## config.mk

```make
export PLATFORM = sky130hd
export DESIGN_NAME = dhcp_offer_ack_responder
export DESIGN_NICKNAME = d
export VERILOG_FILES = /design/src/dhcpoa_pkg.sv /design/src/dhcpoa_csr.sv /design/src/dhcpoa_front.sv /design/src/dhcpoa_queue.sv /design/src/dhcpoa_back.sv /design/src/dhcp_offer_ack_responder.sv
export SDC_FILE = /design/constraint.sdc
export NUM_CORES = 1
export LEC_CHECK = 0
export BUFFER_PORTS_ARGS = -buffer_cell sky130_fd_sc_hd__buf_4
export CAP_MARGIN = 25
export CORE_MARGIN = 5
export CORE_UTILIZATION = 65
export DETAILED_ROUTE_END_ITERATION = 12
export PLACE_DENSITY_LB_ADDON = 0.08
export SLEW_MARGIN = 25
export SYNTH_ARGS = -nofsm -noshare
export SYNTH_HDL_FRONTEND = slang
export SYNTH_SLANG_ARGS = --single-unit
```

## constraint.sdc

```tcl
create_clock -name clock -period 5.6 [get_ports clock]
set_input_delay 1.12 -clock clock [delete_from_list [all_inputs] [get_ports clock]]
set_output_delay 1.12 -clock clock [all_outputs]
set_load 0.1 [all_outputs]
```

## src/dhcpoa_pkg.sv

```systemverilog
// shared types, constants and helpers of the dhcp offer/ack responder
package dhcpoa_pkg;

   // reply layout
   localparam int HDR_LEN       = 240;
   localparam int REPLY_LEN_DEF = 300;

   // request position limits
   localparam logic [7:0] HDR_LAST_POS = 8'd239;
   localparam logic [7:0] HDR_END_POS  = 8'd240;
   localparam logic [7:0] SCAN_START   = 8'd242;
   localparam logic [7:0] COUNT_MAX    = 8'd255;
   localparam logic [15:0] TYPE_PAIR   = 16'h3501;
   localparam logic [7:0] TYPE_DISCOVER = 8'd1;
   localparam logic [7:0] TYPE_OFFER   = 8'd2;
   localparam logic [7:0] TYPE_ACK     = 8'd5;
   localparam logic [7:0] OP_REQUEST   = 8'd1;

   // command queue between front and back
   localparam int QUEUE_DEPTH = 4;

   // register file
   localparam int CSR_ADDR_W = 4;
   localparam logic [1:0] REG_OFFERED = 2'd0;
   localparam logic [1:0] REG_SERVER  = 2'd1;
   localparam logic [1:0] REG_MASK    = 2'd2;
   localparam logic [1:0] REG_LEASE   = 2'd3;

   localparam logic [31:0] OFFERED_RESET = 32'hC0A8_0414;
   localparam logic [31:0] SERVER_RESET  = 32'hC0A8_0401;
   localparam logic [31:0] MASK_RESET    = 32'hFFFF_FF00;
   localparam logic [31:0] LEASE_RESET   = 32'd6528;

   typedef struct packed {
      logic [31:0] offered_address;
      logic [31:0] server_address;
      logic [31:0] subnet_mask;
      logic [31:0] lease_seconds;
   } cfg_type;

   // one classified request, as handed from front to back
   typedef struct packed {
      logic       cancel;
      logic       has_header;
      logic       has_options;
      logic       offer;
      logic [7:0] header_byte;
   } cmd_type;

   // byte idx of a word, most significant byte first
   function automatic logic [7:0] be_byte(input logic [31:0] word, input logic [1:0] idx);
      logic [7:0] res;
      case (idx)
         2'd0:    res = word[31:24];
         2'd1:    res = word[23:16];
         2'd2:    res = word[15:8];
         default: res = word[7:0];
      endcase
      return res;
   endfunction

endpackage

```

## src/dhcpoa_csr.sv

```systemverilog
// apb register file holding the reply addresses and lease time
module dhcpoa_csr (
   input  logic                                 clock,
   input  logic                                 reset,
   input  logic                                 csr_psel,
   input  logic                                 csr_penable,
   input  logic                                 csr_pwrite,
   input  logic [dhcpoa_pkg::CSR_ADDR_W-1:0]    csr_paddr,
   input  logic [31:0]                          csr_pwdata,
   output logic [31:0]                          csr_prdata,
   output logic                                 csr_pready,
   output dhcpoa_pkg::cfg_type                  cfg
);

   dhcpoa_pkg::cfg_type cfg_ff, cfg_in;
   logic                wr_en;
   logic [1:0]          reg_idx;

   assign wr_en   = csr_psel && csr_penable && csr_pwrite;
   assign reg_idx = csr_paddr[3:2];

   // register write decode
   always_comb begin
      cfg_in = cfg_ff;
      if (wr_en) begin
         unique case (reg_idx)
            dhcpoa_pkg::REG_OFFERED: cfg_in.offered_address = csr_pwdata;
            dhcpoa_pkg::REG_SERVER:  cfg_in.server_address  = csr_pwdata;
            dhcpoa_pkg::REG_MASK:    cfg_in.subnet_mask     = csr_pwdata;
            default:                 cfg_in.lease_seconds   = csr_pwdata;
         endcase
      end
   end

   always_ff @(posedge clock) begin
      if (reset) begin
         cfg_ff.offered_address <= dhcpoa_pkg::OFFERED_RESET;
         cfg_ff.server_address  <= dhcpoa_pkg::SERVER_RESET;
         cfg_ff.subnet_mask     <= dhcpoa_pkg::MASK_RESET;
         cfg_ff.lease_seconds   <= dhcpoa_pkg::LEASE_RESET;
      end else begin
         cfg_ff <= cfg_in;
      end
   end

   // read back
   always_comb begin
      unique case (reg_idx)
         dhcpoa_pkg::REG_OFFERED: csr_prdata = cfg_ff.offered_address;
         dhcpoa_pkg::REG_SERVER:  csr_prdata = cfg_ff.server_address;
         dhcpoa_pkg::REG_MASK:    csr_prdata = cfg_ff.subnet_mask;
         default:                 csr_prdata = cfg_ff.lease_seconds;
      endcase
   end

   assign csr_pready = 1'b1;
   assign cfg        = cfg_ff;

endmodule

```

## src/dhcpoa_front.sv

```systemverilog
// request parser: tracks position, scans for the message type, builds commands
module dhcpoa_front (
   input  logic                  clock,
   input  logic                  reset,
   input  logic                  accept,
   input  logic [7:0]            in_byte,
   input  logic                  in_last,
   input  dhcpoa_pkg::cfg_type   cfg,
   output logic                  push,
   output dhcpoa_pkg::cmd_type   cmd
);

   logic [7:0]  count_ff, count_in;
   logic        ok_ff, ok_in;
   logic        found_ff, found_in;
   logic [7:0]  mtype_ff, mtype_in;
   logic [15:0] prev_ff, prev_in;

   logic        ok;
   logic        capture;
   logic [7:0]  mtype;
   logic        is_header;

   // fixed header byte at a position, with copied and inserted fields
   function automatic logic [7:0] header_byte(input logic [7:0] pos, input logic [7:0] b,
                                              input logic [31:0] offered);
      logic [7:0] res;
      res = 8'd0;
      if (pos == 8'd0)                        res = 8'd2;
      else if (pos == 8'd1)                   res = 8'd1;
      else if (pos == 8'd2)                   res = 8'd6;
      else if (pos >= 8'd4 && pos <= 8'd7)    res = b;
      else if (pos >= 8'd16 && pos <= 8'd19)  res = dhcpoa_pkg::be_byte(offered, 2'(pos - 8'd16));
      else if (pos >= 8'd28 && pos <= 8'd33)  res = b;
      else if (pos == 8'd236)                 res = 8'd99;
      else if (pos == 8'd237)                 res = 8'd130;
      else if (pos == 8'd238)                 res = 8'd83;
      else if (pos == 8'd239)                 res = 8'd99;
      return res;
   endfunction

   // classify the current byte
   always_comb begin
      ok        = (count_ff == 8'd0) ? (in_byte == dhcpoa_pkg::OP_REQUEST) : ok_ff;
      capture   = ok && !found_ff && (count_ff >= dhcpoa_pkg::SCAN_START) &&
                  (prev_ff == dhcpoa_pkg::TYPE_PAIR);
      mtype     = capture ? in_byte : mtype_ff;
      is_header = count_ff < dhcpoa_pkg::HDR_END_POS;

      cmd.cancel      = in_last && (count_ff < dhcpoa_pkg::HDR_LAST_POS);
      cmd.has_header  = is_header;
      cmd.has_options = in_last;
      cmd.offer       = (mtype == dhcpoa_pkg::TYPE_DISCOVER);
      cmd.header_byte = header_byte(count_ff, in_byte, cfg.offered_address);

      push = accept && ok && (is_header || in_last);
   end

   // per-request state update
   always_comb begin
      count_in = count_ff;
      ok_in    = ok_ff;
      found_in = found_ff;
      mtype_in = mtype_ff;
      prev_in  = prev_ff;
      if (accept) begin
         if (in_last) begin
            count_in = 8'd0;
            ok_in    = 1'b0;
            found_in = 1'b0;
            mtype_in = dhcpoa_pkg::TYPE_DISCOVER;
            prev_in  = 16'd0;
         end else begin
            if (count_ff != dhcpoa_pkg::COUNT_MAX) begin
               count_in = count_ff + 8'd1;
            end
            ok_in    = ok;
            found_in = found_ff || capture;
            mtype_in = mtype;
            prev_in  = {prev_ff[7:0], in_byte};
         end
      end
   end

   always_ff @(posedge clock) begin
      if (reset) begin
         count_ff <= 8'd0;
         ok_ff    <= 1'b0;
         found_ff <= 1'b0;
         mtype_ff <= dhcpoa_pkg::TYPE_DISCOVER;
         prev_ff  <= 16'd0;
      end else begin
         count_ff <= count_in;
         ok_ff    <= ok_in;
         found_ff <= found_in;
         mtype_ff <= mtype_in;
         prev_ff  <= prev_in;
      end
   end

endmodule

```

## src/dhcpoa_queue.sv

```systemverilog
// short command queue between parser and reply generator
module dhcpoa_queue (
   input  logic                  clock,
   input  logic                  reset,
   input  logic                  push,
   input  dhcpoa_pkg::cmd_type   push_cmd,
   input  logic                  pop,
   output dhcpoa_pkg::cmd_type   head,
   output logic                  empty,
   output logic                  full
);

   localparam int PTR_W = $clog2(dhcpoa_pkg::QUEUE_DEPTH);
   localparam int CNT_W = $clog2(dhcpoa_pkg::QUEUE_DEPTH + 1);

   dhcpoa_pkg::cmd_type slot_ff [dhcpoa_pkg::QUEUE_DEPTH];
   logic [PTR_W-1:0]    wr_ptr_ff, wr_ptr_in;
   logic [PTR_W-1:0]    rd_ptr_ff, rd_ptr_in;
   logic [CNT_W-1:0]    count_ff, count_in;

   assign empty = (count_ff == CNT_W'(0));
   assign full  = (count_ff == CNT_W'(dhcpoa_pkg::QUEUE_DEPTH));
   assign head  = slot_ff[rd_ptr_ff];

   // pointer and fill update
   always_comb begin
      wr_ptr_in = wr_ptr_ff;
      rd_ptr_in = rd_ptr_ff;
      count_in  = count_ff;
      if (push) begin
         wr_ptr_in = (wr_ptr_ff == PTR_W'(dhcpoa_pkg::QUEUE_DEPTH - 1)) ? PTR_W'(0)
                                                                       : wr_ptr_ff + PTR_W'(1);
      end
      if (pop) begin
         rd_ptr_in = (rd_ptr_ff == PTR_W'(dhcpoa_pkg::QUEUE_DEPTH - 1)) ? PTR_W'(0)
                                                                       : rd_ptr_ff + PTR_W'(1);
      end
      if (push && !pop) begin
         count_in = count_ff + CNT_W'(1);
      end else if (pop && !push) begin
         count_in = count_ff - CNT_W'(1);
      end
   end

   always_ff @(posedge clock) begin
      if (reset) begin
         wr_ptr_ff <= '0;
         rd_ptr_ff <= '0;
         count_ff  <= '0;
      end else begin
         wr_ptr_ff <= wr_ptr_in;
         rd_ptr_ff <= rd_ptr_in;
         count_ff  <= count_in;
      end
   end

   // entry storage
   always_ff @(posedge clock) begin
      if (push) begin
         slot_ff[wr_ptr_ff] <= push_cmd;
      end
   end

endmodule

```

## src/dhcpoa_back.sv

```systemverilog
// reply generator: emits header bytes, cancel marks and the option area
module dhcpoa_back #(
   parameter int REPLY_LEN = dhcpoa_pkg::REPLY_LEN_DEF
) (
   input  logic                  clock,
   input  logic                  reset,
   input  dhcpoa_pkg::cfg_type   cfg,
   input  dhcpoa_pkg::cmd_type   head,
   input  logic                  empty,
   output logic                  pop,
   output logic                  rsp_tvalid,
   input  logic                  rsp_tready,
   output logic [7:0]            rsp_tdata,
   output logic                  rsp_tlast,
   output logic                  rsp_tuser
);

   localparam int OPT_LEN   = REPLY_LEN - dhcpoa_pkg::HDR_LEN;
   localparam int OPT_IDX_W = $clog2(OPT_LEN);

   logic                 valid_ff, valid_in;
   logic                 busy_ff, busy_in;
   logic [OPT_IDX_W-1:0] idx_ff, idx_in;
   logic                 offer_ff, offer_in;
   logic [7:0]           byte_ff, byte_in;
   logic                 last_ff, last_in;
   logic                 cancel_ff, cancel_in;
   logic                 advance;

   // option area byte j
   function automatic logic [7:0] option_byte(input logic [7:0] j, input logic offer,
                                              input dhcpoa_pkg::cfg_type c);
      logic [7:0] res;
      res = 8'd0;
      if (j == 8'd0)                        res = 8'h35;
      else if (j == 8'd1)                   res = 8'd1;
      else if (j == 8'd2)                   res = offer ? dhcpoa_pkg::TYPE_OFFER
                                                        : dhcpoa_pkg::TYPE_ACK;
      else if (j == 8'd3)                   res = 8'd1;
      else if (j == 8'd4)                   res = 8'd4;
      else if (j >= 8'd5 && j <= 8'd8)      res = dhcpoa_pkg::be_byte(c.subnet_mask,
                                                                      2'(j - 8'd5));
      else if (j == 8'd9)                   res = 8'd3;
      else if (j == 8'd10)                  res = 8'd4;
      else if (j >= 8'd11 && j <= 8'd14)    res = dhcpoa_pkg::be_byte(c.server_address,
                                                                      2'(j - 8'd11));
      else if (j == 8'd15)                  res = 8'd54;
      else if (j == 8'd16)                  res = 8'd4;
      else if (j >= 8'd17 && j <= 8'd20)    res = dhcpoa_pkg::be_byte(c.server_address,
                                                                      2'(j - 8'd17));
      else if (j == 8'd21)                  res = 8'd51;
      else if (j == 8'd22)                  res = 8'd4;
      else if (j >= 8'd23 && j <= 8'd26)    res = dhcpoa_pkg::be_byte(c.lease_seconds,
                                                                      2'(j - 8'd23));
      else if (j == 8'd27)                  res = 8'hFF;
      return res;
   endfunction

   assign advance = !valid_ff || rsp_tready;
   assign pop     = advance && !busy_ff && !empty;

   // next output byte from the running option sweep or the queue head
   always_comb begin
      valid_in  = valid_ff;
      busy_in   = busy_ff;
      idx_in    = idx_ff;
      offer_in  = offer_ff;
      byte_in   = byte_ff;
      last_in   = last_ff;
      cancel_in = cancel_ff;
      if (advance) begin
         if (busy_ff) begin
            valid_in  = 1'b1;
            byte_in   = option_byte(8'(idx_ff), offer_ff, cfg);
            last_in   = (idx_ff == OPT_IDX_W'(OPT_LEN - 1));
            cancel_in = 1'b0;
            busy_in   = (idx_ff != OPT_IDX_W'(OPT_LEN - 1));
            idx_in    = idx_ff + OPT_IDX_W'(1);
         end else if (!empty) begin
            valid_in  = 1'b1;
            offer_in  = head.offer;
            if (head.cancel) begin
               byte_in   = 8'd0;
               last_in   = 1'b1;
               cancel_in = 1'b1;
            end else if (head.has_header) begin
               byte_in   = head.header_byte;
               last_in   = 1'b0;
               cancel_in = 1'b0;
               busy_in   = head.has_options;
               idx_in    = OPT_IDX_W'(0);
            end else begin
               byte_in   = option_byte(8'd0, head.offer, cfg);
               last_in   = 1'b0;
               cancel_in = 1'b0;
               busy_in   = 1'b1;
               idx_in    = OPT_IDX_W'(1);
            end
         end else begin
            valid_in = 1'b0;
         end
      end
   end

   // control
   always_ff @(posedge clock) begin
      if (reset) begin
         valid_ff <= 1'b0;
         busy_ff  <= 1'b0;
         idx_ff   <= '0;
      end else begin
         valid_ff <= valid_in;
         busy_ff  <= busy_in;
         idx_ff   <= idx_in;
      end
   end

   // output payload
   always_ff @(posedge clock) begin
      offer_ff  <= offer_in;
      byte_ff   <= byte_in;
      last_ff   <= last_in;
      cancel_ff <= cancel_in;
   end

   assign rsp_tvalid = valid_ff;
   assign rsp_tdata  = byte_ff;
   assign rsp_tlast  = last_ff;
   assign rsp_tuser  = cancel_ff;

endmodule

```

## src/dhcp_offer_ack_responder.sv

```systemverilog
// top level of the dhcp offer/ack responder
//
// Takes a DHCP request one byte per cycle while the queue has room and returns
// a REPLY_LEN-byte offer or ack. Request bytes 0 to 239 each give the reply
// header byte at the same place via the queue and the output register; a
// request whose first byte is not 1 is consumed without any reply. On the final
// request byte the option area (REPLY_LEN - 240 bytes) streams out of the
// option counter at one byte per cycle unless stalled, and the four-entry
// command queue between parser and generator then fills, so input stalls while
// it streams. A request ending before byte 239 gives a single cancel item
// (tuser and tlast high): discard what came before. Registers are to be written
// through the apb port while no request is in flight; the block does not check.
module dhcp_offer_ack_responder #(
   parameter int REPLY_LEN = dhcpoa_pkg::REPLY_LEN_DEF
) (
   input  logic                                 clock,
   input  logic                                 reset,
   // request stream
   input  logic                                 req_tvalid,
   output logic                                 req_tready,
   input  logic [7:0]                           req_tdata,   // [7:0] req_byte
   input  logic                                 req_tlast,
   // reply stream
   output logic                                 rsp_tvalid,
   input  logic                                 rsp_tready,
   output logic [7:0]                           rsp_tdata,   // [7:0] reply_byte
   output logic                                 rsp_tlast,
   output logic                                 rsp_tuser,   // [0] reply_cancel
   // register port
   input  logic                                 csr_psel,
   input  logic                                 csr_penable,
   input  logic                                 csr_pwrite,
   input  logic [dhcpoa_pkg::CSR_ADDR_W-1:0]    csr_paddr,
   input  logic [31:0]                          csr_pwdata,
   output logic [31:0]                          csr_prdata,
   output logic                                 csr_pready
);

   dhcpoa_pkg::cfg_type cfg;
   dhcpoa_pkg::cmd_type push_cmd;
   dhcpoa_pkg::cmd_type head;
   logic                push;
   logic                pop;
   logic                empty;
   logic                full;
   logic                accept;

   assign req_tready = !full;
   assign accept     = req_tvalid && req_tready;

   // registers
   dhcpoa_csr u_csr (
      .clock       (clock),
      .reset       (reset),
      .csr_psel    (csr_psel),
      .csr_penable (csr_penable),
      .csr_pwrite  (csr_pwrite),
      .csr_paddr   (csr_paddr),
      .csr_pwdata  (csr_pwdata),
      .csr_prdata  (csr_prdata),
      .csr_pready  (csr_pready),
      .cfg         (cfg)
   );

   // request parser
   dhcpoa_front u_front (
      .clock   (clock),
      .reset   (reset),
      .accept  (accept),
      .in_byte (req_tdata),
      .in_last (req_tlast),
      .cfg     (cfg),
      .push    (push),
      .cmd     (push_cmd)
   );

   // command queue
   dhcpoa_queue u_queue (
      .clock    (clock),
      .reset    (reset),
      .push     (push),
      .push_cmd (push_cmd),
      .pop      (pop),
      .head     (head),
      .empty    (empty),
      .full     (full)
   );

   // reply generator
   dhcpoa_back #(
      .REPLY_LEN (REPLY_LEN)
   ) u_back (
      .clock      (clock),
      .reset      (reset),
      .cfg        (cfg),
      .head       (head),
      .empty      (empty),
      .pop        (pop),
      .rsp_tvalid (rsp_tvalid),
      .rsp_tready (rsp_tready),
      .rsp_tdata  (rsp_tdata),
      .rsp_tlast  (rsp_tlast),
      .rsp_tuser  (rsp_tuser)
   );

endmodule

```

After elaboration in Yosys (flattened, before gate mapping)
Memory sizes are Yosys's and may differ from the RTL's. A register that Yosys moved wholly into a read port is not among the register bits.
Index checks and enable logic that the tools add are counted.

storage, ports and cells
  flip-flop bits (word level) = 188
  bits of input ports = 52
  memories = 1
  output and inout port bits = 45
  ROM bits = 0
  latch bits = 0
  memory bits (writable) = 48

memories
  name             depth  width  rd ports  clocked after memory_dff  wr ports  RTL line            RTL
  u_queue.slot_ff  4      12     1         1                         1         dhcpoa_queue.sv:16  dhcpoa_pkg::cmd_type slot_ff [dhcpoa_pkg::QUEUE_DEPTH];

cells by class
  shift operators = 0
  equal/unequal tests = 40
  order comparisons = 17
  divide/modulo/power cells = 0
  mux-type cells = 66
  bitwise gates (word level) = 3
  reductions and logical operators = 50
  $mul = 0
  $add $sub $neg = 11

operator list
  operator                count
  $mux W8                 33
  $pmux W8 S3             5
  $pmux W32 S3            1
  $eq A8 B8 Y1 const B    4
  $eq A6 B5 Y1 const B    4
  $eq A8 B1 Y1 const B    3
  $logic_and A1 B1 Y1     20
  $eq A6 B4 Y1 const B    3
  $mux W6                 3
  $eq A16 B14 Y1 const B  1
  $eq A2 B2 Y1 const B    8
  $ge A8 B5 Y1 const B    2
  $lt A8 B8 Y1 const B    2
  $mux W16                1
  $mux W1                 15
  $eq A2 B1 Y1 const B    6
  $eq A6 B2 Y1 const B    2
  $ge A6 B5 Y1 const B    2
  $le A6 B4 Y1 const B    2
  $le A6 B5 Y1 const B    2
  $logic_not A2 Y1        6
  $reduce_and A2 Y1       6
  $mux W3                 3
  $add A8 B1 Y8 const B   1
  other kinds (33)        52

Depth between registers and ports, before layout
  depth in word-level cells = 19
  gate-level depth with buffers = 11
  gate-level depth less buffers = 11

By module
Synthesis repeated with hierarchy kept, for this count alone.

unflattened totals
  cell total of the unflattened synthesis = 1,229
  area total of the unflattened synthesis = 12,625.9 um^2

by module, submodules not included
  module                    instances  seq. area each (um^2)  cells each  area each (um^2)
  dhcpoa_csr                1          2,562.5                541         5,938.2
  dhcpoa_back               1          490.5                  316         2,338.5
  dhcpoa_queue              1          1,621.6                106         2,175.8
  dhcpoa_front              1          680.7                  264         2,163.3
  dhcp_offer_ack_responder  1          0.0                    2           10.0

Worst setup path before layout
Ideal clock, no wire load.

  path kind = input port to output port
  from = input csr_paddr[3] (netlist bit)
  to = output csr_prdata[11]
  cell stages on the path = 3
  arrival time = 2.677 ns
  path slack = 1.803 ns
  path buffers = 2
  path through = clkbuf_1 > buf_1 > mux4_2

between the ends
  cells in the longest elaborated chain, start to end = 2
  elaborated cells on any way between the ends = 4
  classes of those cells = 2 x eq/ne; 1 x mux; 1 x reduce/logical

ends and longest elaborated chain
  item                                        RTL line                        RTL
  from (decl)                                 dhcp_offer_ack_responder.sv:33  input logic [dhcpoa_pkg::CSR_ADDR_W-1:0] csr_paddr,
  $eq A2 B2 Y1, or another cell as far along  dhcpoa_csr.sv:48                unique case (reg_idx)
  $pmux W32 S3 *                              dhcpoa_csr.sv:48
  to (decl)                                   dhcp_offer_ack_responder.sv:35  output logic [31:0] csr_prdata,

Every way passes the cells marked *; elsewhere a longest branch is shown, timed or not.

Worst setup path after layout
  from = input csr_paddr[3] (netlist bit)
  to = output csr_prdata[25]

Same word-level chain as after synthesis.

==> qor.yml <==
viasPerCell: 6.612
power_density_nw_per_um2: 357.6
status: "finished, final reports clean"
finalCritPeriodShare_pct: 66.41
dp_hpwl_um: 22730
start_util_pct: 65.67
post_cts_buffers: 0
drive_gt1_share_pct: 16.02
cts_made_buffers: 25
hold_start: "u_front.ok_ff"
dr.pass1.iters: 9
cp_num_buf_inv: 2
p_leak_nw: 4.778
synth.distinct_cells: 77
die_area_um2: 20880
syn_avg_cell_area_um2: 9.135
ant_nets: 0
synth_top_area_share_pct: 30.48
relSlewSlack_pct: 32.56
p_sw_mw: 1.596
drv_slew: 0
die_y_um: 144.5
wl_um: 34820
synth_edf_count: 59
path_max_fanout: 38
setup_viol: 0
worstPathArrival_ns: 2.60
yosysTopAreaCell: "dfxtp_1"
r2r-start: "u_front.count_ff[1]"
nets: 1390
antenna_found_initial: 0
ys_top_cells_by_count: "nand2_1 (310), dfxtp_1 (179), a21oi_1 (136)"
final_cell_area_um2: 13220
seq_power_share_pct: 41.5
portBuffers: 93
critical-path-max-stage-delay_ns: 0.63
cts_resized: 0
synth_area_leaders: "dfxtp_1 (30%), edfxtp_1 (15%), nand2_1 (9.9%)"
dp_slack_ns: 1.696
required_ns: 4.48
tightestPinTransition_ns: 1.009
switching_share_pct: 33.77
drcViolationCount: 0
clkSlewWorstSetupHoldPaths_ns: 0.06
period_needed_ns: 3.719
peakVddDrop_mv: 0.5052
ys_ff_latch: 238
wl_per_cell_um: 22.25
synth_most_common_cell: "nand2_1"
area_growth_pct: 12.44
hold_path.class: "register to register"
fin_setup_tns_ns: 0
netlist_area_um2: 11760
coreArea_um2: 17900
drt_iter0_drc: 1584
fmaxAchievable_ghz: 0.2689
synth-seq-area-share_pct: 45.55
num_io_pins: 97
insertion_delay_ns: 0.52
hold_viol_final: 0
cts_hold_buf: 0
p_int_mw: 3.130
clockBufferDepth: 3
worstSetupPathType: "primary input to output port"
cts_tree: "yes"
cp_cell_sequence: "buf_4 -> mux4_2 -> buf_4"
overflow: 0
rows: 49
worst_slack_ns: 1.881
grtUsageTotal_pct: 33.15
cp_common_cell: "buf_4"
cp_top_family: "buffers and inverters"
crit_path_end_kind: "output port"
pwr-share-comb_pct: 24.2
postSynthCellCount: 1287
grt_max_degree: 72
place_congestion: 0.9699
rsz0062_at_grt: "false"
antenna_cells: 0
startpoint_type: "primary input"
cts_sinks: 238
crit_path_start: "csr_paddr[3]"
grt_pass1_wl_um: 54280
placed_cell_area_um2: 12420
async_flop_share_pct: 0
syn-num-nets: 1357
die_w_um: 144.5
synth_flop_cell: "dfxtp_1"
power_frac_clock_pct: 34.3
max_cap_violations: 0
cpMaxStageDelayCell: "mux4_2"
htreeDepth: 1
fin_skew_ns: 0.008675
cts-root-buf: "clkbuf_16"
grt_pass1_vias: 9936
yosysWarnings: 0
via_count: 10347
## final timing paths
path	slack, ns	depth (start not counted)	endpoint
worst min-delay path	0.46	2	u_front.ok_ff
worst min register to register	0.46	2	u_front.ok_ff
worst max register to register	1.89	11	u_queue.count_ff[2]
worst max-delay path	1.88	3	csr_prdata[25]
## cell families (layout without fill, tap and decap cells)
family | count (synthesis) | count (layout) | share of synthesized area (%)
xor gates and xnor gates | 11 | 11 | 0.8196
muxes | 62 | 62 | 9.983
AOI/OAI and AO/OA | 286 | 286 | 16.15
DFF | 238 | 238 | 45.55
adders and majority gates | 18 | 18 | 1.980
buffers and inverters | 131 | 180 | 4.598
and+or+nand+nor | 540 | 540 | 20.89
other | 1 | 1 | 0.03190
## worst register-to-register path, delay by kind of cell (launching register included)
kind	cells	cell delay, ns
buffers and inverters	2	0.26
DFF	1	0.37
adders and majority gates	3	1.43
muxes	1	0.22
and+or+nand+nor	3	1.05
xor gates and xnor gates	1	0.18
AOI/OAI and AO/OA	1	0.14
## sequential cells by signal, summed over array words and instances, names as in the netlist, 2 cells and up, named ones only
signal,cells
u_queue.wr_ptr_ff,2
u_front.prev_ff,16
u_back.idx_ff,6
u_front.count_ff,8
u_queue.rd_ptr_ff,2
u_back.rsp_tdata,8
u_csr.cfg,128
u_front.mtype_ff,8
u_queue.slot_ff,48
u_queue.count_ff,3
## power by group through the flow
stage / clock network [mW] / logic [mW] / registers, mW
floorplan: 0 / 0.595 / 2.25
global placement: 0 / 1.12 / 1.99
detailed placement: 0 / 1.13 / 2.00
CTS: 1.62 / 1.14 / 1.96
global route: 1.70 / 1.20 / 1.97
finish: 1.62 / 1.15 / 1.96
## metrics by stage
stage | cells | power, mW | utilization, % | hold slack, ns
after floorplan | 1287 | 2.847 | - | 0.4311
after global placement | 1522 | 3.112 | 69.39 | 0.4382
after detailed placement | 1522 | 3.130 | 69.39 | 0.4497
after CTS | 1565 | 4.723 | 73.84 | 0.4582
after global routing | 1565 | 4.875 | 73.84 | 0.4762
final | 1565 | 4.727 | 73.84 | 0.4577
## layer usage
metal,track usage [%],wire [um],part of all wire (%)
met1,46.91,13980,40
met3,7.804,3913,11
met4,10.06,996,2.9
met5,0,0,0
met2,51.11,15930,46
## placed cells by master, fill, tap and decap left out, drive strengths merged, types with 3 or more instances in the layout
cell | netlist | layout
nor4 | 7 | 7
clkbuf | 64 | 35
dfxtp | 179 | 179
and2 | 10 | 10
nor2 | 71 | 71
or3 | 5 | 5
o31ai | 5 | 5
nor3 | 13 | 13
a21oi | 136 | 136
a221oi | 5 | 5
a222oi | 40 | 40
or2 | 3 | 3
a22o | 9 | 9
nand2b | 12 | 12
and4b | 3 | 3
o22ai | 5 | 5
nor3b | 16 | 16
nand3 | 59 | 59
clkinv | 1 | 6
buf | 33 | 103
inv | 33 | 34
ha | 17 | 17
o21a | 6 | 6
edfxtp | 59 | 59
nand2 | 311 | 311
xor2 | 9 | 9
o211ai | 8 | 8
o221ai | 9 | 9
nand4 | 7 | 7
mux2i | 16 | 16
nor2b | 9 | 9
mux4 | 44 | 44
a31oi | 3 | 3
o21ai | 39 | 39
and3 | 4 | 4
## final cells by class
cell class	count	area, um^2
Clock buffer	35	723.2
Clock inverter	8	72.57
Fill cell	1315	4683
Inverter	34	127.6
Multi-Input combinational cell	918	5881
Sequential cell	238	5355
Tap cell	229	286.5
Timing Repair Buffer	103	773.2
(Power assumes the default switching activity.)
